## src/swm_pkg.sv

```systemverilog
// Package for the sliding-window median filter.
// Holds the sizes, the controller state type and the cell link and control structs.
// No dependencies.
`default_nettype none

package swm_pkg;

    localparam int MAX_WINDOW  = 64;
    localparam int DATA_W      = 32;
    localparam int OUT_W       = DATA_W + 1;
    localparam int CFG_W       = 7;
    localparam int IDX_W       = (MAX_WINDOW > 1) ? $clog2(MAX_WINDOW) : 1;
    localparam int CNT_W       = $clog2(MAX_WINDOW + 1);
    localparam int SAT_W       = (CNT_W > CFG_W) ? CNT_W : CFG_W;
    localparam int RESET_WSIZE = (MAX_WINDOW < 3) ? MAX_WINDOW : 3;

    typedef enum logic [2:0] {
        ST_IDLE = 3'b001,
        ST_EXEC = 3'b010,
        ST_MED  = 3'b100
    } t_state;

    typedef struct packed {
        logic                     valid;
        logic                     gt;
        logic                     ev;
        logic signed [DATA_W-1:0] value;
    } t_link;

    typedef struct packed {
        logic                     load;
        logic                     clear;
        logic                     flush;
        logic                     evict;
        logic signed [DATA_W-1:0] sample;
        logic signed [DATA_W-1:0] old;
    } t_cell_ctl;

endpackage

`default_nettype wire

```

## src/swm_ring.sv

```systemverilog
// Arrival-order ring of the filter: one write port, one registered read port.
// Supplies the oldest sample for eviction.
// Depends on swm_pkg.
`default_nettype none

module swm_ring
    import swm_pkg::*;
(
    input  wire logic                     i_clk,
    input  wire logic                     i_we,
    input  wire logic [IDX_W-1:0]         i_waddr,
    input  wire logic signed [DATA_W-1:0] i_wdata,
    input  wire logic [IDX_W-1:0]         i_raddr,
    output logic signed [DATA_W-1:0]      o_rdata
);

    logic signed [DATA_W-1:0] r_mem [MAX_WINDOW];

    always_ff @(posedge i_clk) begin
        if (i_we) begin
            r_mem[i_waddr] <= i_wdata;
        end
    end

    always_ff @(posedge i_clk) begin
        o_rdata <= r_mem[i_raddr];
    end

endmodule

`default_nettype wire
```

## config.mk

```make
export PLATFORM = sky130hd
export DESIGN_NAME = swm_ring
export DESIGN_NICKNAME = d
export VERILOG_FILES = /design/src/swm_pkg.sv /design/src/swm_ring.sv
export SDC_FILE = /design/constraint.sdc
export NUM_CORES = 2
export LEC_CHECK = 0
export BUFFER_PORTS_ARGS = -buffer_cell sky130_fd_sc_hd__buf_2
export CAP_MARGIN = 20
export CELL_PAD_IN_SITES_DETAIL_PLACEMENT = 1
export CELL_PAD_IN_SITES_GLOBAL_PLACEMENT = 2
export CORE_UTILIZATION = 55
export DETAILED_ROUTE_END_ITERATION = 6
export PLACE_DENSITY = 0.93
export SLEW_MARGIN = 10
export SYNTH_ARGS = -nofsm -noshare
export SYNTH_HDL_FRONTEND = slang
export SYNTH_SLANG_ARGS = --single-unit
```

## constraint.sdc

```tcl
create_clock -name i_clk -period 5.9 [get_ports i_clk]
set_input_delay 0 -clock i_clk [delete_from_list [all_inputs] [get_ports i_clk]]
set_output_delay 0 -clock i_clk [all_outputs]
set_load 0.02 [all_outputs]
```

==> results by group <==
Layout
  • Fraction of layout cells with a size suffix above 1: a little under 30%
  • Final non-filler cell total: 5,651
  • P&R area growth vs syn: 13.5%
  • Final nets: 3,634
  • Fill cells: around 11k

Hold path
  • Hold Path Class: in2reg
  • Hold depth: 3
  • Hold endpoint: r_mem[49][13]
  • Hold path startpoint: i_waddr[1]

Clock tree
  • CTS tree: done
  • Clk pin slew, worst setup/hold paths: approximately 0.070 ns
  • Clock latency on the worst-skew pair: around 0.86 ns
  • TritonCTS Buffers: between 150 and 200
  • Clock tree sinks: 2,080
  • CTS H-Tree Depth: 4
  • Root buf cell: clkbuf_16
  • Clock buffer depth: 3
  • Post-CTS sizing: 0
  • Post-CTS setup buffer count: 0

Synth
  • Yosys synthesis warning count: 0
  • Gate Count Post-Synth: 3,324
  • Seq cells post-synth: ~2.1k
  • Synth area leaders: edfxtp_1 (78%), mux4_2 (16%), mux2i_1 (1.2%)
  • Synthesized area: ~79,000 sq um
  • Sequential-to-total area share from yosys stat: between 70% and 80%
  • Synth unique cells: 34
  • Avg Synthesized Cell Area: between 20 and 25 sq um
  • Post-synth top area share: 78.3%
  • Syn_nets: about 3.4k
  • Cell taking the most area after synthesis: edfxtp_1

Global route
  • Vias in the first global route: approximately 42k
  • Largest net degree at the start of global routing: ~120
  • First-pass GRT wire length: 330 mm
  • Total global-route track usage: approximately a third
  • Initial antenna violation count: 25
  • Total gr overflow: 0

Setup path
  • Register-to-Register Path Depth: 4
  • WP data arrival: ~3.6 ns
  • Data required, critical path: about 6.6 ns
  • WS Path Type: in2reg
  • Worst r2r src: r_mem[12][24]
  • Critical path launch point: i_raddr[3]
  • CP startpoint kind: input port
  • Worst r2r dst: o_rdata[24]
  • FF-to-FF setup slack: between 3 and 4 ns
  • CP Capture Type: register
  • CP Cell Sequence: dlygate4sd3_1, buf_4, buf_12, nor2b_1, buf_4, a21oi_1, a21oi_1, nor2_1
  • CP top delay family: buffers and inverters
  • Max incr delay on CP: approximately 0.82 ns
  • CP max FO: between 80 and 90
  • CP max-delay cell: a21oi_1
  • CP Buf/Inv Count: 4

Drt
  • DRT Pass-1 Iters: 6
  • Post-route ant nets: 0
  • DRC viols: 0
  • Initial DRC count: slightly below 7k
  • Total vias in the final route: about 40k
  • Wirelength, routed: between 200 and 250 mm
  • WL per Instance: approximately 43 um
  • Vias per cell: a little over 7

Die
  • Die width: between 300 and 400 um
  • IO Pins: a little under 80
  • Core area: between 100,000 and 150,000 sq um
  • Std-Cell Rows: between 100 and 150
  • Die area: 144,000 sq um
  • Die height: 380 um
  • Initial core utilization: 55.5%

Timing
  • Final setup fails: 0
  • Slew Viols, Final: 0
  • Final Cycle Share: 50.3%
  • Final Critical Period: 2.97 ns
  • Worst Max-Slew Pin Slew: approximately 1.2 ns
  • Sum Neg Setup Slack: 0 ns
  • Skew final: 0.0475 ns
  • Fmax: about 0.34 GHz
  • RSZ-0062 raised after global routing: no
  • Slew HR: between 20 and 25%
  • Final hold vios: 0
  • Final worst setup slack: 2.93 ns

Power
  • Peak VDD IR: ~0.3 mV
  • Pwr per Cell Area: about 350 nW/um^2
  • Leak: roughly 28 nW

Job
  • # Max-Cap Violations: 0

Placed design
  • Inst Count DP: 5,219
  • Routability cong.: a little over 0.8
  • Placement Setup Slack: 2.15 ns
  • Port bufs: 77
  • Dpl hpwl: around 120 mm

Run status
  • Status: complete, no violations
-- sequential cells by signal (all words and copies together) (netlist names) --
register and count:
r_mem 2048, o_rdata 32
-- worst reg2reg max path, cell delays in order, from the launching register on --
cell,delay [ns]
edfxtp_1,0.38
mux4_2,0.48
mux4_2,0.58
o22ai_1,0.75
nor2_1,0.21
-- layout make-up --
class	count	area, sq um	area share, %
Timing Repair Buffer	248	2240	2.52
Multi-Input combinational cell	1062	16000	17.9
Clock inverter	120	1230	1.38
Clock buffer	243	5170	5.80
Sequential cell	2080	62100	69.7
Tap cell	1890	2360	2.65
Antenna cell	8	20.0	0.0225
-- per-stage QoR --
step | utilization, % | area, sq um | power, mW | hold slack [ns]
2_1_floorplan | - | 78500 | 17.5 | 0.0989
3_3_place_gp | 57.8 | 81800 | 18.2 | 0.421
3_5_place_dp | 57.8 | 81800 | 18.2 | 0.430
4_1_cts | 62.5 | 88500 | 30.9 | 0.000434
5_1_grt | 62.9 | 89100 | 31.5 | 0.105
6_report | 63.0 | 89100 | 31.0 | 0.121
-- cells in the mapped netlist, drive strengths merged --
cell    number
a21oi       62
a22oi       12
a311oi       8
a31oi        1
a41o         4
and2         2
and3         4
buf        108
clkbuf      74
dfxtp       32
edfxtp    2048
mux2i       93
mux4       544
nand2       26
nand2b       8
nand3        5
nand3b       5
nand4        2
nand4b       1
nor2       137
nor2b       15
nor3         7
o221ai      27
o22ai       84
o32ai        4
or2          3
or3          3
or3b         5
-- worst max-delay path by stage --
stage / endpoint / slack (ns) / cells past startpoint
finish: o_rdata[14] / 2.93 / 8
global route: o_rdata[24] / 2.87 / 6
CTS: o_rdata[24] / 2.99 / 6
detailed placement: o_rdata[24] / 2.15 / 6
global placement: o_rdata[24] / 2.22 / 6
floorplan: r_mem[48][0] / 2.74 / 4
-- timing repair --
action / CTS / global route
hold buffers: 30 / 6
endpoints found under the hold margin: 1337 / 384
setup endpoints to repair: 0 / 0
-- cells by family (layout without fill, tap and decap cells) --
group                  Yosys count  after routing  synth area share [%]
DFF                           2080           2080                  79.1
buffers and inverters          182            611                  1.13
muxes                          637            637                  16.8
AOI/OAI and AO/OA              202            202                  1.67
other                            0              8                     0
and+or+nand+nor                223            223                  1.27
-- layout by cell type (no fill, tap or decap), types with 12 or more instances in the layout --
cell,count
nor2_4,62
nand2_1,26
buf_2,67
clkbuf_1,39
o22ai_1,84
buf_4,110
edfxtp_1,2048
mux2i_1,93
clkbuf_16,197
buf_12,27
a22oi_1,12
nor2b_1,15
dfxtp_1,32
bufinv_16,20
nor2_1,75
mux4_2,544
clkinv_1,49
a21oi_1,62
dlygate4sd3_1,36
clkinv_2,28
o221ai_1,27
-- metal layers --
| layer | routed length, um | GRT usage, % | vias up | part of all wire (%) |
|---|---|---|---|---|
| met5 | 122 | 0 | - | 0.050 |
| met4 | 12500 | 17.4 | 20 | 5.2 |
| met3 | 28700 | 7.65 | 705 | 12 |
| met2 | 120000 | 53.7 | 3687 | 49 |
| met1 | 81300 | 42.7 | 21400 | 34 |
| li1 | - | - | 14800 | - |
-- where the power goes --
part | internal, mW | total (mW) | switching [mW]
combinational | 0.585 | 1.62 | 1.03
sequential | 16.4 | 16.4 | 0.0919
clock | 7.13 | 12.9 | 5.80
total | 24.1 | 31.0 | 6.93
Note: power is estimated with default switching activity, not from simulation.
