`src/swm_pkg.sv`:
```
// Package for the sliding-window median filter.
// Holds the sizes, the controller state type and the cell link and control structs.
// No dependencies.
`default_nettype none

package swm_pkg;

    localparam int MAX_WINDOW  = 64;
    localparam int DATA_W      = 32;
    localparam int OUT_W       = DATA_W + 1;
    localparam int CFG_W       = 7;
    localparam int IDX_W       = (MAX_WINDOW > 1) ? $clog2(MAX_WINDOW) : 1;
    localparam int CNT_W       = $clog2(MAX_WINDOW + 1);
    localparam int SAT_W       = (CNT_W > CFG_W) ? CNT_W : CFG_W;
    localparam int RESET_WSIZE = (MAX_WINDOW < 3) ? MAX_WINDOW : 3;

    typedef enum logic [2:0] {
        ST_IDLE = 3'b001,
        ST_EXEC = 3'b010,
        ST_MED  = 3'b100
    } t_state;

    typedef struct packed {
        logic                     valid;
        logic                     gt;
        logic                     ev;
        logic signed [DATA_W-1:0] value;
    } t_link;

    typedef struct packed {
        logic                     load;
        logic                     clear;
        logic                     flush;
        logic                     evict;
        logic signed [DATA_W-1:0] sample;
        logic signed [DATA_W-1:0] old;
    } t_cell_ctl;

endpackage

`default_nettype wire

```
`src/swm_cell.sv`:
```
// One cell of the sorted row: holds one sample and its valid bit.
// Removes the evicted sample and inserts the new one using its two neighbors.
// Depends on swm_pkg.
`default_nettype none

module swm_cell
    import swm_pkg::*;
(
    input  wire logic                     i_clk,
    input  wire logic                     i_rst_n,
    input  wire t_cell_ctl                i_ctl,
    input  wire t_link                    i_lo,
    input  wire t_link                    i_hi,
    output t_link                         o_link,
    output logic signed [DATA_W-1:0]      o_value,
    output logic                          o_valid
);

    logic signed [DATA_W-1:0] r_value, n_value;
    logic                     r_valid, n_valid;
    t_link                    w_cur;
    t_link                    w_prev;
    logic                     w_prev_g;
    logic                     w_cur_g;

    always_comb begin
        o_link.valid = r_valid & ~i_ctl.flush;
        o_link.gt    = r_value > i_ctl.sample;
        o_link.ev    = i_ctl.evict & r_valid & ~i_ctl.flush & (r_value >= i_ctl.old);
        o_link.value = r_value;
    end

    always_comb begin
        w_cur  = o_link.ev ? i_hi : o_link;
        w_prev = i_lo.ev ? o_link : i_lo;
        w_prev_g = ~w_prev.valid | w_prev.gt;
        w_cur_g  = ~w_cur.valid | w_cur.gt;
        n_value = r_value;
        n_valid = r_valid;
        if (i_ctl.clear) begin
            n_valid = 1'b0;
        end else if (i_ctl.load) begin
            if (w_prev_g) begin
                n_value = w_prev.value;
                n_valid = w_prev.valid;
            end else if (w_cur_g) begin
                n_value = i_ctl.sample;
                n_valid = 1'b1;
            end else begin
                n_value = w_cur.value;
                n_valid = w_cur.valid;
            end
        end
    end

    always_ff @(posedge i_clk) begin
        if (!i_rst_n) begin
            r_valid <= 1'b0;
        end else begin
            r_valid <= n_valid;
        end
    end

    always_ff @(posedge i_clk) begin
        r_value <= n_value;
    end

    assign o_value = r_value;
    assign o_valid = r_valid;

endmodule

`default_nettype wire

```
`config.mk`:
```
export PLATFORM = sky130hd
export DESIGN_NAME = swm_cell
export DESIGN_NICKNAME = d
export VERILOG_FILES = /design/src/swm_pkg.sv /design/src/swm_cell.sv
export SDC_FILE = /design/constraint.sdc
export NUM_CORES = 1
export LEC_CHECK = 0
export BUFFER_PORTS_ARGS = -buffer_cell sky130_fd_sc_hd__clkbuf_2
export CORE_AREA = 2 2 84 107
export DETAILED_ROUTE_END_ITERATION = 8
export DIE_AREA = 0 0 86 109
export GPL_ROUTABILITY_DRIVEN = 0
export GPL_TIMING_DRIVEN = 0
export PLACE_DENSITY = 0.78
export SLEW_MARGIN = 20
export SYNTH_ARGS = -nofsm -noshare
export SYNTH_HDL_FRONTEND = slang
export SYNTH_SLANG_ARGS = --single-unit
export TNS_END_PERCENT = 10
```
`constraint.sdc`:
```
create_clock -name i_clk -period 8.25 [get_ports i_clk]
set_clock_uncertainty 0.2 [all_clocks]
set_input_delay 0.4125 -clock i_clk [delete_from_list [all_inputs] [get_ports i_clk]]
set_output_delay 0.4125 -clock i_clk [all_outputs]
set_load 0.01 [all_outputs]
```
==> results of run 1 <==
-- per-stage QoR --
stage	hold WS [ns]	utilization, %	instances
floorplan	0.289	-	424
global placement	0.370	57.5	730
detailed placement	0.397	57.9	731
CTS	0.0998	58.9	739
global route	0.126	58.9	739
finish	0.110	58.9	739
-- sequential cells by signal (all words and copies together), names as in the netlist --
register,count
o_valid,1
o_value,32
-- power breakdown --
group	internal [mW]	total [mW]	switching [mW]
logic	0.0765	0.156	0.0794
clock network	0.0682	0.132	0.0636
registers	0.193	0.200	0.00702
-- layout make-up --
class,instances,area [um2]
buffer,42,315
timing repair buffer,207,1050
fill,808,3460
tap,100,125
clock buffer,8,90.1
inverter,68,255
multi-input combinational,281,2150
sequential,33,981
-- synthesized netlist by cell type, types with 2 or more instances --
library cell / count
sky130_fd_sc_hd__nand2_1: 50
sky130_fd_sc_hd__a21o_1: 4
sky130_fd_sc_hd__a221o_1: 2
sky130_fd_sc_hd__nand3b_1: 2
sky130_fd_sc_hd__buf_4: 32
sky130_fd_sc_hd__a21oi_1: 33
sky130_fd_sc_hd__buf_2: 2
sky130_fd_sc_hd__nor3_1: 2
sky130_fd_sc_hd__nand3_1: 5
sky130_fd_sc_hd__ha_1: 64
sky130_fd_sc_hd__clkbuf_1: 3
sky130_fd_sc_hd__buf_6: 4
sky130_fd_sc_hd__or4_1: 2
sky130_fd_sc_hd__or3_1: 2
sky130_fd_sc_hd__nor2_1: 6
sky130_fd_sc_hd__edfxtp_1: 32
sky130_fd_sc_hd__inv_1: 68
sky130_fd_sc_hd__o21ai_1: 32
sky130_fd_sc_hd__o21a_1: 2
sky130_fd_sc_hd__nand4_1: 10
sky130_fd_sc_hd__nand2b_1: 3
sky130_fd_sc_hd__mux2i_1: 33
sky130_fd_sc_hd__o21ai_0: 9
-- metal layers --
| layer | wire length [um] | part of all wire (%) | global-route usage [%] | vias up |
|---|---|---|---|---|
| met5 | 0 | 0 | 0 | - |
| met4 | 232 | 2.1 | 7.71 | 0 |
| met3 | 611 | 5.6 | 3.03 | 20 |
| met2 | 6010 | 55 | 45.9 | 153 |
| met1 | 4110 | 37 | 24.0 | 1724 |
| li1 | - | - | - | 1886 |
-- placed cells by master (no fill, tap or decap), types with 9 or more instances in the layout --
cell type / instances
sky130_fd_sc_hd__a21oi_1: 32
sky130_fd_sc_hd__buf_4: 32
sky130_fd_sc_hd__clkbuf_2: 206
sky130_fd_sc_hd__edfxtp_1: 32
sky130_fd_sc_hd__ha_1: 64
sky130_fd_sc_hd__inv_1: 68
sky130_fd_sc_hd__mux2i_1: 33
sky130_fd_sc_hd__nand2_1: 50
sky130_fd_sc_hd__nand4_1: 10
sky130_fd_sc_hd__o21ai_0: 9
sky130_fd_sc_hd__o21ai_1: 32
-- worst paths after layout --
check | end | slack (ns) | startpoint | depth (start not counted)
worst max-delay path | o_value[17] | 4.26 | o_value[31] | 10
worst min-delay path | o_valid | 0.11 | i_ctl[66] | 2
worst max register to register | o_value[17] | 4.26 | o_value[31] | 10
worst min register to register | o_valid | 0.41 | o_valid | 2
-- cell families after synthesis --
family	count (synthesis)	share of synthesized area [%]
compound gates	93	15.0
fa+ha+maj	64	21.7
buf+inv	110	15.5
flops	33	26.6
mux	34	9.33
simple gates	90	11.8
==> Flow_metrics.wiki, run 1 <==
{| class="wikitable"
! Metric !! Value
|-
| Clock transition at the register clock pins on the worst setup and hold paths after CTS || ~0.07 ns
|-
| Distinct cell type count after synthesis || 45
|-
| Slew at the pin with the worst max-slew slack || roughly 0.74 ns
|-
| Crit Path Max Fanout || 19
|-
| Arrival time worst endpoint || ~3.8 ns
|-
| Number of global-route vias before repair || 3783
|-
| Fin nets || around 840
|-
| EDFF count, synth || 32
|-
| H-tree levels || 2
|-
| Post-placement cell area || between 4000 and 5000 um2
|-
| N_diodes || 0
|-
| FFs w/ async S/R, synth || 0%
|-
| Setup ws final || about 4.3 ns
|-
| GRT Total Usage || 22.9%
|-
| TritonCTS clock tree || done
|-
| Count of synthesis-stage warnings from yosys || 0
|-
| Routed via count divided by cell count || around 5.1
|-
| Die height || roughly 110 um
|-
| Tightest slew margin relative to the limit || between 50 and 60%
|-
| TNS Setup || 0 ns
|-
| Vias after detailed routing || between 3000 and 4000
|-
| Max-slew violation count || 0
|-
| Drt pass-1 iters || 4
|-
| Cell types occupying the most area after synthesis || sky130_fd_sc_hd__edfxtp_1, sky130_fd_sc_hd__ha_1, sky130_fd_sc_hd__mux2i_1, sky130_fd_sc_hd__inv_1, sky130_fd_sc_hd__buf_4
|-
| Number of buffers added for setup after CTS || 0
|-
| Reported leakage power || between 2 and 3 nW
|-
| Synthesized netlist net count || roughly 630
|-
| Setup Crit Path Kind || reg -> reg
|-
| Antenna Nets Post-Route || 0
|-
| Hold Fails Final Rpt || 0
|-
| Pin count of the biggest net entering global routing || 20
|-
| Row count || 38
|-
| Post-layout total power || ~0.49 mW
|-
| Initial core utilization || between 40% and 50%
|-
| Port bufs || between 200 and 250
|-
| Power density cells || 98.4 nW/um2
|-
| Worst path bufs/invs || 1
|-
| Total Die Area || 9370 um2
|-
| Setup repair after global routing missed its margin || false
|-
| Number of gates given a new drive strength after cts || 0
|-
| Cell at the slowest stage of the critical path || sky130_fd_sc_hd__a21oi_4
|-
| List of cells traversed by the critical path || ha_1 > nand4_2 > or4_1 > or4_4 > nor2_2 > a21oi_2 > o31ai_4 > mux2i_1 > a21oi_4 > buf_8
|-
| Total Routed Length || about 11000 um
|-
| Fmax || around 0.25 GHz
|-
| Dominant synthesized flop cell || sky130_fd_sc_hd__edfxtp_1
|-
| Type of the tightest min-delay check || in -> reg
|-
| WL per Instance || approximately 15 um
|-
| Fin area || approximately 5000 um2
|-
| CTS Hold Buffers Added || 0
|-
| Clock latency of the later-clocked register in the worst-skew pair || ~0.28 ns
|-
| Core ar. || 8420 um2
|-
| Peak supply drop || just under 0.05 mV
|-
| Family with the most delay on the worst path || simple AND/OR/NAND/NOR gates
|-
| Max-Cap Viols || 0
|-
| Final worst path period share || 48.4%
|-
| Number of register bits inferred by synthesis || 33
|-
| Share of final-layout standard cells stronger than drive strength 1 || 40.8%
|-
| Area of the mapped netlist || approximately 3700 um2
|-
| Clock sinks || 33
|-
| Required time at the worst-slack endpoint || approximately 8.0 ns
|-
| Post-synthesis cell count || 424
|-
| Crit-path max cell delay || roughly 0.64 ns
|-
| Estimated wirelength of the detail-placed design || 9370 um
|-
| First-pass GRT wire length || roughly 17000 um
|-
| First DRT Iteration DRCs || between 80 and 90
|-
| Number of antenna violations at the first check in global routing || 0
|-
| Type of origin of the critical path || flip-flop
|-
| Boundary pin count || around 210
|-
| Tmin final || around 4 ns
|-
| Number of buffers on the longest clock path || 2
|-
| DR DRC count || 0
|-
| Horizontal extent of the die || between 80 and 90 um
|-
| Worst setup slack after placement || around 4.2 ns
|-
| Number of buffers inserted during clock tree synthesis || 5
|-
| Top-area cell type share of the netlist area || 26.1%
|-
| Part of the Yosys area used for sequential elements || a little over a quarter
|-
| Root buffer selected by CTS || sky130_fd_sc_hd__clkbuf_8
|-
| Relative area change from synthesis to final layout || 34.5%
|-
| Post-synth top area cell || sky130_fd_sc_hd__edfxtp_1
|-
| Status || finished clean
|-
| CP endpoint kind || flip-flop
|-
| Average cell area after synthesis || about 8.7 um2
|-
| Final Setup Violations || 0
|-
| Remaining Overflow, GRT || 0
|}
Note: power is estimated with default switching activity, not from simulation.
==> inputs of run 2 (changes only) <==
==> constraint.sdc (replaced) <==
create_clock -name i_clk -period 3.69 [get_ports i_clk]
set_clock_uncertainty 0.2 [all_clocks]
set_input_delay 0.1845 -clock i_clk [delete_from_list [all_inputs] [get_ports i_clk]]
set_output_delay 0.1845 -clock i_clk [all_outputs]
set_load 0.01 [all_outputs]
==> run 2 against run 1 <==
Against the previous run:
- via count grew 3.8%
- sequential power rose by 120%
- combinational power increased by 150%
- critical path depth unchanged
- global-route usage up 1.2 points
- count of clock-buffer cells in the layout unchanged
- non-clock buffer count rose by 33
- die area did not move
- flip-flop and latch count unchanged
- first-iteration DRC count grew 38%
- hold slack got worse by 0.084 ns
==> Flow_metrics.wiki, run 2 (synthesis gave the netlist of run 1 again) <==
{| class="wikitable"
! Metric !! Value
|-
| Status || finished clean
|-
| Max-Cap Viols || 0 (unchanged)
|-
| WL per Instance || 14.9 um (+0.43%)
|-
| Arrival time worst endpoint || 3.39 ns (-0.39 ns)
|-
| Number of global-route vias before repair || 4021 (+6.3%)
|-
| Setup Crit Path Kind || reg -> reg
|-
| Tmin final || 3.56 ns (-0.438 ns)
|-
| Number of buffers on the longest clock path || 2 (unchanged)
|-
| Final Setup Violations || 0 (unchanged)
|-
| Number of buffers inserted during clock tree synthesis || 5 (unchanged)
|-
| Count of cells along the worst register-to-register path || 10 (unchanged)
|-
| Hold depth || 3 (+1)
|-
| Clock latency of the later-clocked register in the worst-skew pair || 0.29 ns (about the same)
|-
| TritonCTS clock tree || done
|-
| First DRT Iteration DRCs || 123 (+38%)
|-
| Most common cell after layout, fill and taps aside || sky130_fd_sc_hd__clkbuf_2
|-
| Boundary pin count || 208 (unchanged)
|-
| Clock transition at the register clock pins on the worst setup and hold paths after CTS || 0.07 ns (about the same)
|-
| Pin count of the biggest net entering global routing || 17 (-15%)
|-
| List of cells traversed by the critical path || ha_1 > nand4_1 > or4_4 > or4_4 > nor2_2 > a21oi_2 > o31ai_4 > mux2i_4 > buf_6 > o21ai_1
|-
| Peak supply drop || 0.154 mV (+220%)
|-
| Tightest slew margin relative to the limit || 47.4% (-3.4 points)
|-
| Crit-path most repeated cell || sky130_fd_sc_hd__or4_4
|-
| Crit Path Max Fanout || 10 (-9)
|-
| H-tree levels || 2 (unchanged)
|-
| Fin area || 5350 um2 (+8.0%)
|-
| First-pass GRT wire length || 17800 um (+4.7%)
|-
| Family with the most delay on the worst path || simple AND/OR/NAND/NOR gates
|-
| Post-placement cell area || 4850 um2 (-0.31%)
|-
| Crit-path max cell delay || 0.57 ns (-0.07 ns)
|-
| Fin nets || 876 (+4.0%)
|-
| Number of antenna violations at the first check in global routing || 0 (unchanged)
|-
| Total Routed Length || 11500 um (+5.0%)
|-
| Clock sinks || 33 (unchanged)
|-
| Die height || 109 um (unchanged)
|-
| Max-slew violation count || 0 (unchanged)
|-
| Reported leakage power || 3.10 nW (+5.2%)
|-
| Routed via count divided by cell count || 5.08 (-0.73%)
|-
| Initial core utilization || 43.8% (unchanged)
|-
| Total Die Area || 9370 um2 (unchanged)
|-
| Cell at the slowest stage of the critical path || sky130_fd_sc_hd__or4_4
|-
| N_diodes || 0 (unchanged)
|-
| Root buffer selected by CTS || sky130_fd_sc_hd__clkbuf_8
|-
| Vias after detailed routing || 3928 (+3.8%)
|-
| Final worst path period share || 96.4% (+48 points)
|-
| Relative area change from synthesis to final layout || 45.2%
|-
| DR DRC count || 0 (unchanged)
|-
| Share of final-layout standard cells stronger than drive strength 1 || 39.7% (-1.2 points)
|-
| Setup repair after global routing missed its margin || false
|-
| Estimated wirelength of the detail-placed design || 9220 um (-1.6%)
|-
| Required time at the worst-slack endpoint || 3.52 ns (-4.52 ns)
|-
| Type of origin of the critical path || flip-flop
|-
| GRT Total Usage || 24.1% (+1.2 points)
|-
| TNS Setup || 0 ns (unchanged)
|-
| Hold Fails Final Rpt || 0 (unchanged)
|-
| Fmax || 0.281 GHz (+12%)
|-
| Antenna Nets Post-Route || 0 (unchanged)
|-
| Power density cells || 207 nW/um2 (+110%)
|-
| Final core area utilization || 63.6% (+4.7 points)
|-
| Drt pass-1 iters || 4 (unchanged)
|-
| Remaining Overflow, GRT || 0 (unchanged)
|-
| Type of the tightest min-delay check || in -> reg
|-
| Core ar. || 8420 um2 (unchanged)
|-
| Max reg flops || 32 (unchanged)
|-
| Row count || 38 (unchanged)
|-
| Horizontal extent of the die || 86 um (unchanged)
|-
| Leading cell types in the layout, fill and taps excluded || sky130_fd_sc_hd__clkbuf_2, sky130_fd_sc_hd__inv_1, sky130_fd_sc_hd__ha_1, sky130_fd_sc_hd__nand2_1, sky130_fd_sc_hd__buf_4
|-
| CP endpoint kind || flip-flop
|-
| Port bufs || 206 (unchanged)
|-
| Slew at the pin with the worst max-slew slack || 0.789 ns (+0.0524 ns)
|-
| Critical path depth || 10 (unchanged)
|-
| Worst path bufs/invs || 1 (unchanged)
|}
## run 2: cell types whose count changed in the layout (fill, tap and decap cells not counted), moves of 2 or more
| cell | previous run | this run |
|---|---|---|
| sky130_fd_sc_hd__buf_12 | 0 | 2 |
| sky130_fd_sc_hd__ha_1 | 64 | 62 |
| sky130_fd_sc_hd__dlygate4sd3_1 | 0 | 31 |
| sky130_fd_sc_hd__ha_4 | 0 | 2 |
| sky130_fd_sc_hd__buf_2 | 2 | 0 |
| sky130_fd_sc_hd__clkbuf_4 | 0 | 2 |
## run 2: final timing paths
path	slack, ns	from	to
setup / recovery	0.13	o_value[27]	o_value[25]
hold / removal	0.03	i_lo[1]	o_value[1]
setup reg to reg	0.13	o_value[27]	o_value[25]
hold reg to reg	0.98	o_valid	o_value[0]
## run 2: worst reg2reg max path: stages, from the launching register on
cell and delay (ns):
sky130_fd_sc_hd__edfxtp_1 0.46, sky130_fd_sc_hd__ha_1 0.36, sky130_fd_sc_hd__nand4_1 0.19, sky130_fd_sc_hd__or4_4 0.57, sky130_fd_sc_hd__or4_4 0.50, sky130_fd_sc_hd__nor2_2 0.11
sky130_fd_sc_hd__a21oi_2 0.05, sky130_fd_sc_hd__o31ai_4 0.09, sky130_fd_sc_hd__mux2i_4 0.44, sky130_fd_sc_hd__buf_6 0.21, sky130_fd_sc_hd__o21ai_1 0.10
## run 2: cell type report
type	count	area [um2]
Fill cell	713	3060
Multi-Input combinational cell	282	2200
Timing Repair Buffer	240	1390
Sequential cell	33	981
Buffer	42	320
Inverter	68	255
Tap cell	100	125
Clock buffer	8	80.1
## run 2: repair_timing
action	4_1_cts	5_1_grt
cloned	1	0
resized for setup	6	3
pin swaps	2	2
setup endpoints to repair	62	46
buffers inserted	1	2
endpoints found under the hold margin	30	0
hold buffers	31	0
## run 2: per-layer routing
metal | global-route usage, % | vias up | routed length [um]
met4 | 6.80 | 0 | 195
met2 | 48.0 | 149 | 6310
li1 | - | 1952 | -
met1 | 25.8 | 1810 | 4390
met3 | 3.41 | 17 | 614
met5 | 0 | - | 0
## run 2: where the power goes
group	switching (mW)	internal [mW]	leakage, nW
registers	0.0156	0.432	0.317
logic	0.190	0.198	2.74
clock network	0.138	0.134	0.0395
total	0.344	0.764	3.10
## run 2: per-stage QoR
| step | cells | total power, mW | setup slack [ns] | hold WS (ns) |
|---|---|---|---|---|
| 2_1_floorplan | 424 | 0.645 | 0.114 | 0.0606 |
| 3_3_place_gp | 730 | 0.792 | -0.361 | 0.161 |
| 3_5_place_dp | 730 | 0.805 | -0.428 | 0.165 |
| 4_1_cts | 771 | 1.11 | 0.0134 | 0.0132 |
| 5_1_grt | 773 | 1.17 | 0.00984 | 0.0282 |
| 6_report | 773 | 1.11 | 0.134 | 0.0264 |
==> inputs of run 3 (changes only) <==
--- a/config.mk
+++ b/config.mk
@@ -11,7 +11,7 @@
 export DIE_AREA = 0 0 86 109
 export GPL_ROUTABILITY_DRIVEN = 0
 export GPL_TIMING_DRIVEN = 0
-export PLACE_DENSITY = 0.78
+export PLACE_DENSITY = 0.8
 export SLEW_MARGIN = 20
 export SYNTH_ARGS = -nofsm -noshare
 export SYNTH_HDL_FRONTEND = slang
==> run 3 against run 2 <==
Against the previous run:
- combinational power barely moved
- clock power fell by 3%
- highest routed layer unchanged
- via count rose by 0.23%
- global-route usage fell by 0.079 points
- routed wire length rose by 2.1%
- sequential power barely moved
- critical path depth rose by 1
- sequential share of layout area barely moved
- hold slack got worse by 0.018 ns
- largest cell class unchanged
==> Flow_metrics.wiki, run 3 (synthesis gave the netlist of run 1 again) <==
{| class="wikitable"
! Metric !! Value
|-
| Status || finished clean
|-
| Crit-path max cell delay || 0.49 ns (-0.08 ns)
|-
| Number of buffers inserted during clock tree synthesis || 5 (unchanged)
|-
| Fill cells || 711 (-0.28%)
|-
| Final Setup Violations || 0 (unchanged)
|-
| Hold Fails Final Rpt || 0 (unchanged)
|-
| Reported leakage power || 3.10 nW (-0.14%)
|-
| Drt pass-1 iters || 4 (unchanged)
|-
| Leading cell types in the layout, fill and taps excluded || sky130_fd_sc_hd__clkbuf_2, sky130_fd_sc_hd__inv_1, sky130_fd_sc_hd__ha_1, sky130_fd_sc_hd__nand2_1, sky130_fd_sc_hd__buf_4
|-
| Cell at the slowest stage of the critical path || sky130_fd_sc_hd__edfxtp_1
|-
| GRT Total Usage || 24.0% (-0.079 points)
|-
| Row count || 38 (unchanged)
|-
| Relative area change from synthesis to final layout || 45.0%
|-
| Type of the tightest min-delay check || in -> reg
|-
| Capture point of the worst reg-to-reg path || o_value[18]
|-
| Fin area || 5340 um2 (-0.19%)
|-
| Max-slew violation count || 0 (unchanged)
|-
| Family with the most delay on the worst path || simple AND/OR/NAND/NOR gates
|-
| Combined area of the multi-input logic cells || 2200 um2 (-0.28%)
|-
| Setup repair after global routing missed its margin || true
|-
| Tightest slew margin relative to the limit || 48.7% (+1.3 points)
|-
| Die height || 109 um (unchanged)
|-
| Hold depth || 3 (unchanged)
|-
| Most common cell after layout, fill and taps aside || sky130_fd_sc_hd__clkbuf_2
|-
| Slew at the pin with the worst max-slew slack || 0.770 ns (-0.0194 ns)
|-
| Clock latency of the later-clocked register in the worst-skew pair || 0.29 ns (about the same)
|-
| Estimated wirelength of the detail-placed design || 9240 um (+0.20%)
|-
| Post-placement cell area || 4850 um2 (unchanged)
|-
| Antenna Nets Post-Route || 0 (unchanged)
|-
| Clock transition at the register clock pins on the worst setup and hold paths after CTS || 0.06 ns (about the same)
|-
| Remaining Overflow, GRT || 0 (unchanged)
|-
| Fmax || 0.273 GHz (-2.8%)
|-
| Hold path start || i_lo[22]
|-
| DR DRC count || 0 (unchanged)
|-
| Type of origin of the critical path || flip-flop
|-
| Worst path bufs/invs || 2 (+1)
|-
| Boundary pin count || 208 (unchanged)
|-
| Total Routed Length || 11700 um (+2.1%)
|-
| CP endpoint kind || flip-flop
|-
| Vias after detailed routing || 3937 (+0.23%)
|-
| Post-layout total power || 1.10 mW (-0.66%)
|-
| Port bufs || 206 (unchanged)
|-
| Share of final-layout standard cells stronger than drive strength 1 || 39.6% (-0.090 points)
|-
| Reg-to-reg slack, setup || 0.03 ns (-0.10 ns)
|-
| Core ar. || 8420 um2 (unchanged)
|-
| N_diodes || 0 (unchanged)
|-
| Arrival time worst endpoint || 3.50 ns (+0.11 ns)
|-
| Final worst path period share || 99.1% (+2.8 points)
|-
| Power density cells || 206 nW/um2 (-0.47%)
|-
| Horizontal extent of the die || 86 um (unchanged)
|-
| Fin nets || 876 (unchanged)
|-
| Routed via count divided by cell count || 5.10 (+0.36%)
|-
| H-tree levels || 2 (unchanged)
|-
| Max-Cap Viols || 0 (unchanged)
|-
| Clock sinks || 33 (unchanged)
|-
| Peak supply drop || 0.151 mV (-2.1%)
|-
| List of cells traversed by the critical path || ha_1 > nand4_1 > nor4_2 > a221o_1 > or4_1 > o211ai_1 > nand3b_1 > clkbuf_1 > buf_2 > mux2i_1 > o21ai_1
|-
| First-pass GRT wire length || 17500 um (-1.8%)
|-
| Hold-critical path endpoint || o_value[22]
|-
| Required time at the worst-slack endpoint || 3.53 ns (about the same)
|-
| Number of buffers on the longest clock path || 2 (unchanged)
|-
| Register Area || 981 um2 (unchanged)
|-
| TNS Setup || 0 ns (unchanged)
|-
| First DRT Iteration DRCs || 206 (+67%)
|-
| Initial core utilization || 43.8% (unchanged)
|-
| Total Die Area || 9370 um2 (unchanged)
|-
| Max reg flops || 32 (unchanged)
|-
| Number of antenna violations at the first check in global routing || 0 (unchanged)
|-
| Worst hold slack after final layout || 0.00801 ns (-0.0184 ns)
|-
| Tmin final || 3.66 ns (+0.102 ns)
|-
| Reg-to-reg startpoint || o_value[31]
|-
| Crit Path Max Fanout || 10 (unchanged)
|-
| Count of cells along the worst register-to-register path || 11 (+1)
|-
| TritonCTS clock tree || done
|-
| Pin count of the biggest net entering global routing || 17 (unchanged)
|-
| Setup Crit Path Kind || reg -> reg
|-
| Number of global-route vias before repair || 3934 (-2.2%)
|-
| WL per Instance || 15.2 um (+2.2%)
|-
| Root buffer selected by CTS || sky130_fd_sc_hd__clkbuf_8
|}
[run 3: per-stage QoR]
step	setup slack, ns	std cells	utilization (%)
2_1_floorplan	0.114	424	-
3_3_place_gp	-0.378	730	57.7
3_5_place_dp	-0.433	730	57.7
4_1_cts	0.00986	771	63.1
5_1_grt	-0.0537	772	63.5
6_report	0.0322	772	63.5
[run 3: cell type report]
type / instances / area share, %
Inverter: 68 / 4.78
Multi-Input combinational cell: 282 / 41.1
Tap cell: 100 / 2.34
Timing Repair Buffer: 240 / 26.0
Clock inverter: 1 / 0.0702
Sequential cell: 33 / 18.4
Buffer: 42 / 5.95
Clock buffer: 6 / 1.36
[run 3: what timing repair did]
action / 4_1_cts / 5_1_grt
gates resized for setup: 5 / 4
pin swaps: 2 / 1
setup endpoints to repair: 62 / 40
hold buffers: 32 / 0
setup buffers: 1 / 1
gates cloned: 1 / 0
hold endpoints to repair: 31 / 0
[run 3: how the worst max path moves through the flow]
stage / startpoint / end / slack, ns / depth (start not counted)
2_1_floorplan: o_value[31] / o_value[0] / 0.11 / 9
3_3_place_gp: o_value[31] / o_value[21] / -0.38 / 9
3_5_place_dp: o_value[31] / o_value[18] / -0.43 / 9
4_1_cts: o_value[27] / o_value[30] / 0.01 / 9
5_1_grt: o_value[19] / o_value[4] / -0.05 / 11
6_report: o_value[31] / o_value[18] / 0.03 / 11
[run 3: worst min-delay path, cell delays in order]
cell and delay [ns]:
sky130_fd_sc_hd__clkbuf_2 0.08, sky130_fd_sc_hd__nand2_1 0.04, sky130_fd_sc_hd__o21ai_1 0.08
[run 3: power by group]
group          leakage [nW]  switching (mW)  internal, mW
Clock                0.0387           0.137         0.127
Combinational          2.74           0.192         0.198
Sequential            0.317          0.0150         0.432
Total                  3.10           0.344         0.757
[run 3: routing by layer]
metal  GRT usage, %  vias to the layer above  share of wire [%]
li1               -                     1955                  -
met1           23.9                     1796                 37
met2           47.6                      159                 54
met3           4.01                       27                5.5
met4           10.8                        0                3.2
met5              0                        -                  0
